`config.mk`:
```
export PLATFORM = sky130hd
export DESIGN_NAME = baseline_signal_word_packer_top
export DESIGN_NICKNAME = d
export VERILOG_FILES = /design/src/rtl/bswp_pkg.sv /design/src/rtl/baseline_signal_word_packer_top.sv
export SDC_FILE = /design/constraint.sdc
export NUM_CORES = 1
export LEC_CHECK = 0
export ABC_AREA = 1
export BUFFER_PORTS_ARGS = -buffer_cell sky130_fd_sc_hd__buf_2
export CORE_ASPECT_RATIO = 2
export CORE_MARGIN = 4
export CORE_UTILIZATION = 40
export CTS_CLUSTER_DIAMETER = 40
export CTS_CLUSTER_SIZE = 14
export DETAILED_ROUTE_END_ITERATION = 8
export GPL_TIMING_DRIVEN = 0
export PLACE_DENSITY = 0.64
export SLEW_MARGIN = 25
export SYNTH_ARGS = -nofsm -noshare
export SYNTH_HDL_FRONTEND = slang
export SYNTH_SLANG_ARGS = --single-unit
```
`constraint.sdc`:
```
create_clock -name clk -period 1.9 [get_ports clk]
set_input_delay 0 -clock clk [delete_from_list [all_inputs] [get_ports clk]]
set_output_delay 0 -clock clk [all_outputs]
set_load 0.03 [all_outputs]
```
`src/rtl/bswp_pkg.sv`:
```
// ---------------------------------------------------------------------------
// Baseline/signal word packer package
// Field widths, packing geometry, register indexes and tag reset values.
// ---------------------------------------------------------------------------
`timescale 1ns / 1ps

package bswp_pkg;

    // Field widths
    localparam int SampleWidth   = 13;
    localparam int WordWidth     = 32;
    localparam int CfgIndexWidth = 3;

    // Packing geometry
    localparam int BlPerWord     = 5;
    localparam int BlSpacing     = 6;
    localparam int SigSpacing    = 13;
    localparam int CountShift    = 24;
    localparam int BlCountWidth  = 3;
    localparam int ShiftWidth    = 5;

    localparam logic [BlCountWidth-1:0] BL_LAST_SLOT = BlCountWidth'(BlPerWord - 1);

    // Configuration register indexes
    localparam logic [CfgIndexWidth-1:0] REG_BASELINE_FULL    = 3'd0;
    localparam logic [CfgIndexWidth-1:0] REG_BASELINE_PARTIAL = 3'd1;
    localparam logic [CfgIndexWidth-1:0] REG_SIGNAL_FULL      = 3'd2;
    localparam logic [CfgIndexWidth-1:0] REG_SIGNAL_PARTIAL   = 3'd3;
    localparam logic [CfgIndexWidth-1:0] REG_SYNC             = 3'd4;

    // Tag reset values
    localparam logic [WordWidth-1:0] BASELINE_FULL_RST    = 32'h4000_0000;
    localparam logic [WordWidth-1:0] BASELINE_PARTIAL_RST = 32'hE000_0000;
    localparam logic [WordWidth-1:0] SIGNAL_FULL_RST      = 32'h2800_0000;
    localparam logic [WordWidth-1:0] SIGNAL_PARTIAL_RST   = 32'h2C00_0000;
    localparam logic [WordWidth-1:0] SYNC_RST             = 32'h0000_0000;

endpackage

```
`src/rtl/baseline_signal_word_packer_top.sv`:
```
// One sample enters per beat and leaves as one result beat (word, word_ready) through
// an input register, then a single pass of shift/OR packing logic into the result
// register that holds the last completed word. Both registers advance together
// whenever the result register is empty or being taken, so the block sustains one
// sample per clock; only out_ready sets the pace. Tag registers must be written while
// no sample is in flight.
// ---------------------------------------------------------------------------
// Baseline/signal word packer, top level
// Packs five 6-bit-spaced baseline samples or two 13-bit-spaced signal samples
// into tagged 32-bit words, flushing any partial word on a mode change.
// ---------------------------------------------------------------------------
`timescale 1ns / 1ps

module baseline_signal_word_packer_top
(
    input  logic                                  clk,
    input  logic                                  rst_n,
    // configuration write channel
    input  logic                                  cfg_valid,
    output logic                                  cfg_ready,
    input  logic [bswp_pkg::CfgIndexWidth-1:0]    cfg_index,
    input  logic [bswp_pkg::WordWidth-1:0]        cfg_data,
    // sample channel
    input  logic                                  in_valid,
    output logic                                  in_ready,
    input  logic [bswp_pkg::SampleWidth-1:0]      sample,
    input  logic                                  is_baseline,
    // result channel
    output logic                                  out_valid,
    input  logic                                  out_ready,
    output logic [bswp_pkg::WordWidth-1:0]        word,
    output logic                                  word_ready
);

    // Tag registers
    logic [bswp_pkg::WordWidth-1:0] bl_full_tag_reg;
    logic [bswp_pkg::WordWidth-1:0] bl_part_tag_reg;
    logic [bswp_pkg::WordWidth-1:0] sig_full_tag_reg;
    logic [bswp_pkg::WordWidth-1:0] sig_part_tag_reg;
    logic [bswp_pkg::WordWidth-1:0] sync_tag_reg;

    // Input stage
    logic                               s1_valid_reg;
    logic [bswp_pkg::SampleWidth-1:0]   s1_sample_reg;
    logic                               s1_base_reg;

    // Packing state
    logic                               sig_mode_reg, sig_mode_next;
    logic [bswp_pkg::BlCountWidth-1:0]  bl_count_reg, bl_count_next;
    logic                               sig_count_reg, sig_count_next;
    logic [bswp_pkg::WordWidth-1:0]     pack_reg, pack_next;

    // Result stage
    logic                               out_valid_reg;
    logic [bswp_pkg::WordWidth-1:0]     last_word_reg, last_word_next;
    logic                               word_ready_reg, word_ready_next;

    logic                               advance;
    logic [bswp_pkg::WordWidth-1:0]     sample_ext;
    logic [bswp_pkg::ShiftWidth-1:0]    bl_shift;
    logic [bswp_pkg::ShiftWidth-1:0]    sig_shift;
    logic [bswp_pkg::WordWidth-1:0]     bl_sum;
    logic [bswp_pkg::WordWidth-1:0]     sig_sum;
    logic [bswp_pkg::WordWidth-1:0]     bl_count_field;

    // Handshake
    assign cfg_ready = 1'b1;
    assign advance   = s1_valid_reg && (!out_valid_reg || out_ready);
    assign in_ready  = !s1_valid_reg || !out_valid_reg || out_ready;
    assign out_valid = out_valid_reg;
    assign word      = last_word_reg;
    assign word_ready = word_ready_reg;

    // Write tag registers
    always_ff @(posedge clk or negedge rst_n)
    begin
        if (!rst_n)
        begin
            bl_full_tag_reg  <= bswp_pkg::BASELINE_FULL_RST;
            bl_part_tag_reg  <= bswp_pkg::BASELINE_PARTIAL_RST;
            sig_full_tag_reg <= bswp_pkg::SIGNAL_FULL_RST;
            sig_part_tag_reg <= bswp_pkg::SIGNAL_PARTIAL_RST;
            sync_tag_reg     <= bswp_pkg::SYNC_RST;
        end
        else if (cfg_valid)
        begin
            unique case (cfg_index)
                bswp_pkg::REG_BASELINE_FULL:    bl_full_tag_reg  <= cfg_data;
                bswp_pkg::REG_BASELINE_PARTIAL: bl_part_tag_reg  <= cfg_data;
                bswp_pkg::REG_SIGNAL_FULL:      sig_full_tag_reg <= cfg_data;
                bswp_pkg::REG_SIGNAL_PARTIAL:   sig_part_tag_reg <= cfg_data;
                bswp_pkg::REG_SYNC:             sync_tag_reg     <= cfg_data;
                default:                        ;
            endcase
        end
    end

    // Capture the incoming beat
    always_ff @(posedge clk or negedge rst_n)
    begin
        if (!rst_n)
        begin
            s1_valid_reg <= 1'b0;
        end
        else if (in_ready)
        begin
            s1_valid_reg <= in_valid;
        end
    end

    always_ff @(posedge clk)
    begin
        if (in_ready && in_valid)
        begin
            s1_sample_reg <= sample;
            s1_base_reg   <= is_baseline;
        end
    end

    // Slot offsets and merged packs
    assign sample_ext     = bswp_pkg::WordWidth'(s1_sample_reg);
    assign bl_shift       = bswp_pkg::ShiftWidth'(bl_count_reg * bswp_pkg::BlSpacing);
    assign sig_shift      = sig_count_reg ? bswp_pkg::ShiftWidth'(bswp_pkg::SigSpacing)
                                          : '0;
    assign bl_sum         = pack_reg | (sample_ext << bl_shift);
    assign sig_sum        = pack_reg | (sample_ext << sig_shift);
    assign bl_count_field = bswp_pkg::WordWidth'(bl_count_reg) << bswp_pkg::CountShift;

    // Pack the held sample, flush on mode change
    always_comb
    begin
        sig_mode_next   = sig_mode_reg;
        bl_count_next   = bl_count_reg;
        sig_count_next  = sig_count_reg;
        pack_next       = pack_reg;
        last_word_next  = last_word_reg;
        word_ready_next = 1'b0;
        if (!sig_mode_reg)
        begin
            if (s1_base_reg)
            begin
                sig_count_next = 1'b0;
                if (bl_count_reg == bswp_pkg::BL_LAST_SLOT)
                begin
                    last_word_next  = bl_full_tag_reg | bl_sum;
                    word_ready_next = 1'b1;
                    bl_count_next   = '0;
                    pack_next       = '0;
                end
                else
                begin
                    bl_count_next = bl_count_reg + 1'b1;
                    pack_next     = bl_sum;
                end
            end
            else
            begin
                if (bl_count_reg != '0)
                begin
                    last_word_next  = bl_part_tag_reg | bl_count_field | pack_reg;
                    word_ready_next = 1'b1;
                end
                sig_count_next = 1'b1;
                bl_count_next  = '0;
                pack_next      = sample_ext;
                sig_mode_next  = 1'b1;
            end
        end
        else
        begin
            if (!s1_base_reg)
            begin
                bl_count_next = '0;
                if (sig_count_reg)
                begin
                    last_word_next  = sig_full_tag_reg | sig_sum;
                    word_ready_next = 1'b1;
                    sig_count_next  = 1'b0;
                    pack_next       = '0;
                end
                else
                begin
                    sig_count_next = 1'b1;
                    pack_next      = sig_sum;
                end
            end
            else
            begin
                if (sig_count_reg)
                begin
                    last_word_next  = sig_part_tag_reg | sync_tag_reg | pack_reg;
                    word_ready_next = 1'b1;
                end
                sig_count_next = 1'b0;
                pack_next      = sample_ext;
                bl_count_next  = bswp_pkg::BlCountWidth'(1);
                sig_mode_next  = 1'b0;
            end
        end
    end

    // Advance packing state and the result register together
    always_ff @(posedge clk or negedge rst_n)
    begin
        if (!rst_n)
        begin
            sig_mode_reg   <= 1'b0;
            bl_count_reg   <= '0;
            sig_count_reg  <= 1'b0;
            pack_reg       <= '0;
            last_word_reg  <= '0;
            word_ready_reg <= 1'b0;
        end
        else if (advance)
        begin
            sig_mode_reg   <= sig_mode_next;
            bl_count_reg   <= bl_count_next;
            sig_count_reg  <= sig_count_next;
            pack_reg       <= pack_next;
            last_word_reg  <= last_word_next;
            word_ready_reg <= word_ready_next;
        end
    end

    // Hold the result beat until taken
    always_ff @(posedge clk or negedge rst_n)
    begin
        if (!rst_n)
        begin
            out_valid_reg <= 1'b0;
        end
        else if (advance)
        begin
            out_valid_reg <= 1'b1;
        end
        else if (out_ready)
        begin
            out_valid_reg <= 1'b0;
        end
    end

endmodule

```
Word level (Yosys, flattened, before mapping)
Index checks and enable logic that the tools add are counted.

Bitwise logic cells: 8. Reduce and logical (&&, ||, !) cells: 17. Shift-type cells: 2. Multiply operators: 1. $add $sub $neg: 1. Multiplexer cells: 28. Equality and inequality tests: 7.

Operators with widths (count): $mux 32 (12); $or 32x32->32 (7); $or 32x27->32 (1); $shl 13x4->32 (1); $shl 13x5->32 (1); $mux 1 (12); $reduce_and 2->1 (5); $mux 3 (3); $eq 3x2->1 const B (2); $eq 3x3->1 const B (2); $reduce_bool 3->1 (2); $mul 3x2->4 const B (1); $mux 4 (1); $reduce_and 4->1 (1); $add 3x1->3 const B (1); $eq 3x1->1 const B (1); $logic_not 3->1 (1); $logic_or 1x1->1 (3); $ne 3x1->1 const B (1); $logic_and 1x1->1 (2); $logic_not 1->1 (2); $ne 2x1->1 const B (1); $reduce_bool 2->1 (1).

Input bits: 54. Register bits: 246. Word-level logic and storage cells: 79. Output and inout port bits: 36.

Depth between registers and ports, before layout
Word-level depth: 7. Mapped depth: 14. Depth with buffers taken out: 13.

Worst setup path before layout
No wires, ideal clock.

Path kind: register to register. Start point: register bl_count_reg[1] in the netlist's numbering. End point: register last_word_reg (netlist bit word[25]). Arrival time: 1.846 ns. Library setup time: 0.124 ns. Path buffers: 2. Clock period less this slack: 1.971 ns. Setup slack: -0.071 ns. Stages on the path, launching flop included: 12. Data required time: 1.776 ns. Cell sequence: dfrtp_1 ha_1 inv_1 fa_1 buf_4 inv_2 buf_2 o21ai_0 nand3_1 nand3_1 nand2_1 a21oi_1.

Longest elaborated chain between the ends: 7. Elaborated cells between the ends (all ways): 15. Those cells by class: mul: 1; eq/ne: 2; shift: 1; mux: 4; bitwise: 4; reduce/logical: 3.

RTL lines: from (decl) (line baseline_signal_word_packer_top.sv:49) `logic [bswp_pkg::BlCountWidth-1:0] bl_count_reg, bl_count_next;`; from (signal assigned) (line baseline_signal_word_packer_top.sv:217) `bl_count_reg <= bl_count_next;`; $mul 3x2->4 (line baseline_signal_word_packer_top.sv:122) `assign bl_shift = bswp_pkg::ShiftWidth'(bl_count_reg * bswp_pkg::BlSpacing);`; $shl 13x5->32 (line baseline_signal_word_packer_top.sv:125) `assign bl_sum = pack_reg | (sample_ext << bl_shift);`; $or 32x32->32 (line baseline_signal_word_packer_top.sv:125); $or 32x32->32 (line baseline_signal_word_packer_top.sv:145) `last_word_next = bl_full_tag_reg | bl_sum;`; $mux 32 (line baseline_signal_word_packer_top.sv:143) `if (bl_count_reg == bswp_pkg::BL_LAST_SLOT)`; $mux 32 (line baseline_signal_word_packer_top.sv:140) `if (s1_base_reg)`; $mux 32 (line baseline_signal_word_packer_top.sv:138) `if (!sig_mode_reg)`; to (signal assigned) (line baseline_signal_word_packer_top.sv:220) `last_word_reg <= last_word_next;`; to (decl) (line baseline_signal_word_packer_top.sv:55) `logic [bswp_pkg::WordWidth-1:0] last_word_reg, last_word_next;`.

Several ways; a longest one is shown, not always the timed one. The select of a mux whose other input is x is not followed. A chain may end at the register's enable or synchronous reset.

Worst setup path in the final report
Start point: register bl_count_reg[0] in the netlist's numbering. End point: register last_word_reg (netlist bit word[24]).

The elaborated chain is that of the path after synthesis.

==> summary.txt <==
CLOCK NETWORK
-------------------------------------------------------------------------------
Number of buffers added by the clock tree synthesis step .........           24
CTS Sinks ........................................................          246
Deepest level of the CTS H-tree ..................................            1
CTS Root Cell .................................................... sky130_fd_sc_hd__clkbuf_16
Buffer levels on the longest clock path ..........................            3
Clock tree from TritonCTS ........................................         done
CTS clock-pin slew for the worst setup and hold paths ............      0.07 ns
Later-pin clock latency in the skew report .......................      0.54 ns

CELLS AND AREA
-------------------------------------------------------------------------------
Layout Utilization ...............................................        53.4%
Non-filler cells in the finished layout ..........................         1994
Area Growth Syn to Fin ...........................................        31.5%
Number of diodes .................................................            0
Nets@finish ......................................................         1677
Fraction of layout instances using a drive strength above 1 ......        24.2%

POWER AND IR DROP
-------------------------------------------------------------------------------
Peak supply drop .................................................   0.000965 V
Power per standard cell area .....................................  1280 mW/mm2
Overall power ....................................................     19700 uW
Static leakage ...................................................   0.00711 uW

CRITICAL PATH
-------------------------------------------------------------------------------
Worst R2R Setup Slack ............................................     -0.21 ns
Crit path arrival time ...........................................      2.52 ns
Critical Path Start Type .........................................    flip-flop
Cell chain of the critical path .................................. ha_2, inv_2, fa_2, buf_4, clkbuf_16, nand2_2, nand3_4, nand3_2, nand2_2, a21oi_2
Crit path capture type ...........................................    flip-flop
Peak fanout along the critical path ..............................            4
Cell with the largest stage delay on the worst path .............. sky130_fd_sc_hd__fa_2
Stage delay of the slowest cell on the critical path .............      0.61 ns
Data required time at the worst endpoint .........................      2.31 ns
Most frequent cell on the critical path .......................... sky130_fd_sc_hd__nand2_2
Worst Setup Path Type ............................................ flip-flop to flip-flop

ROUTE
-------------------------------------------------------------------------------
Violation count after the first detailed-routing iteration .......          902
Number of vias per cell after detailed routing ...................         5.60
ANT nets after route .............................................            0
Post-Route WL ....................................................     44400 um
First-pass detailed-route iteration total ........................            5
Mean routed wirelength per cell ..................................      22.3 um
Total number of vias .............................................        11200
Post-route DRC ...................................................            0

SYNTH
-------------------------------------------------------------------------------
Number of enable-type register cells in the synthesized netlist ..           14
Commonest cells post-synth ....................................... sky130_fd_sc_hd__nand2_1 (341), sky130_fd_sc_hd__o21ai_0 (235), sky130_fd_sc_hd__dfrtp_1 (223)
Cells taking the most area after synthesis ....................... sky130_fd_sc_hd__dfrtp_1 (48%), sky130_fd_sc_hd__nand2_1 (11%), sky130_fd_sc_hd__o21ai_0 (10%)
Average cell area after synthesis ................................     8.25 um2
Post-synthesis instance total ....................................         1419
Most instantiated library cell after synthesis ................... sky130_fd_sc_hd__nand2_1
Library cells used by synthesis ..................................           43
Post-synthesis instance area .....................................   0.0117 mm2
Yosys top cell area share ........................................        47.7%
Commonest register cell after synthesis .......................... sky130_fd_sc_hd__dfrtp_1
Number of warnings printed during yosys synthesis ................            0
FFs w/ async S/R, synth ..........................................        94.3%
Number of nets produced by synthesis .............................         1478
Part of the Yosys area used for sequential elements ..............        53.3%
Post-synth top area cell ......................................... sky130_fd_sc_hd__dfrtp_1
Number of synthesized register bits ..............................          246

FLOORPLAN
-------------------------------------------------------------------------------
# rows ...........................................................           88
Die height .......................................................       250 um
Horizontal extent of the die .....................................       129 um
Initial core utilization .........................................        40.6%
Total Die Area ...................................................   0.0322 mm2
I/O pins .........................................................           90
Area of the core .................................................   0.0288 mm2

TIMING
-------------------------------------------------------------------------------
RSZ-0062 raised after global routing .............................         true
Final clock skew .................................................    0.0226 ns
Max Fclk .........................................................      475 MHz
Final max-slew violation count ...................................            0
Final Hold Violating Endpoints ...................................            6
Headroom to the max-slew limit ...................................        36.8%
Min Clock Period, post-route .....................................      2.11 ns
Slew at the pin with the worst max-slew slack ....................     0.949 ns
Setup slack of the critical path after layout ....................    -0.205 ns
Worst hold-check slack ...........................................   -0.0139 ns
Final setup violating endpoints ..................................           59
Final cycle utilization of the critical path .....................         111%

PLACE
-------------------------------------------------------------------------------
Dpl cells ........................................................         1869
Final weighted congestion of routability-driven global placement .         1.00
Estimated wirelength of the detail-placed design .................     32000 um
Setup WS pre-CTS .................................................    -0.572 ns
Count of buffers inserted at the top-level ports .................           88

JOB
-------------------------------------------------------------------------------
Max capacitance violation total ..................................            0

GLOBAL ROUTE
-------------------------------------------------------------------------------
Tot GR Track Use .................................................        27.4%
Remaining global-route overflow ..................................            0
Via count of the first global-routing pass .......................        11300
Initial antenna violation count ..................................            0
Maximum number of pins on one net before global-route repair .....           91
Global-route wire length before repair ...........................     66700 um

STATUS
-------------------------------------------------------------------------------
Failing checks ................................................... hold timing, setup timing
Run status ....................................................... finished, violations left

MIN PATH
-------------------------------------------------------------------------------
Hold/Removal Path Class .......................................... input pin to async pin

[timing repair]
action | in CTS | in global routing
endpoints found under the setup margin | 66 | 64
resized for setup | 195 | 65
cloned | 3 | 1
buffers inserted | 22 | 8
pin swaps | 58 | 31
hold buffers | 51 | 0
hold endpoints to repair | 413 | 0
[layout by cell type (no fill, tap or decap), types with 23 or more instances in the layout]
master	netlist	final
sky130_fd_sc_hd__clkbuf_1	36	38
sky130_fd_sc_hd__o21ai_1	20	26
sky130_fd_sc_hd__nand3_2	6	28
sky130_fd_sc_hd__nand2_1	341	308
sky130_fd_sc_hd__inv_1	117	112
sky130_fd_sc_hd__buf_2	21	102
sky130_fd_sc_hd__a21oi_2	1	32
sky130_fd_sc_hd__buf_4	7	26
sky130_fd_sc_hd__o21ai_0	235	218
sky130_fd_sc_hd__nand2_2	14	30
sky130_fd_sc_hd__nor2_1	99	88
sky130_fd_sc_hd__clkbuf_16	0	26
sky130_fd_sc_hd__a21oi_1	94	59
sky130_fd_sc_hd__dfrtp_1	223	222
sky130_fd_sc_hd__dlygate4sd3_1	0	51
sky130_fd_sc_hd__nand3_1	66	23
[stage by stage]
step	instance area [um2]	TNS [ns]
final	15400	-6.88
after global routing	15400	-11.28
after CTS	15000	-4.92
after detailed placement	12700	-20.59
after global placement	12600	-758.69
after floorplan	11700	0
[kinds of logic (layout without fill, tap and decap cells)]
family | Yosys count | after routing | share of synthesized area, %
flops | 246 | 246 | 53.3
simple gates | 570 | 570 | 20.7
compound gates | 394 | 394 | 17.6
xor+xnor | 1 | 1 | 0.0748
buf+inv | 202 | 417 | 7.72
fa+ha+maj | 5 | 5 | 0.599
other cells | 1 | 1 | 0.0320
[critical path, delay by kind of cell (launching register included)]
kind	cells	cell delay (ns)
AOI/OAI and AO/OA	1	0.05
adders and majority gates	2	0.81
buffers and inverters	3	0.35
DFF	1	0.42
and+or+nand+nor	4	0.35
[area by class of cell]
| type | instances | area, um2 |
|---|---|---|
| fillers | 2698 | 13500 |
| flip-flops and latches | 246 | 6240 |
| multi-input cells | 971 | 5480 |
| repair buffers | 175 | 1420 |
| clock buffers | 33 | 696 |
| inverters | 128 | 546 |
| plain buffers | 72 | 457 |
| well taps | 360 | 450 |
| clock inverters | 9 | 105 |
[layer usage]
metal	GRT usage [%]	vias to the layer above	wire length [um]
met5	0	-	0
met4	20.3	0	3930
met3	3.75	179	2200
met2	48.6	422	23300
met1	28.7	5472	15000
li1	-	5098	-
[where the power goes]
group	switching (uW)	internal [uW]	leakage [uW]
registers	799	6470	0.00299
clock network	2130	2840	0.000395
logic	4720	2700	0.00373
[worst paths after layout]
check	startpoint	endpoint	cells past startpoint
worst max-delay path	bl_count_reg[0]$_DFFE_PN0P_	word[24]$_DFFE_PN0P_	10
max in group asynchronous	rst_n	sig_part_tag_reg[26]$_DFFE_PN1P_	3
worst min register to register	bl_part_tag_reg[3]$_DFFE_PN0P_	bl_part_tag_reg[3]$_DFFE_PN0P_	2
worst max register to register	bl_count_reg[0]$_DFFE_PN0P_	word[24]$_DFFE_PN0P_	10
min in group clk	cfg_index[1]	sig_part_tag_reg[31]$_DFFE_PN0P_	4
worst min-delay path	rst_n	out_valid$_DFFE_PN0P_	2
(Power assumes the default switching activity.)
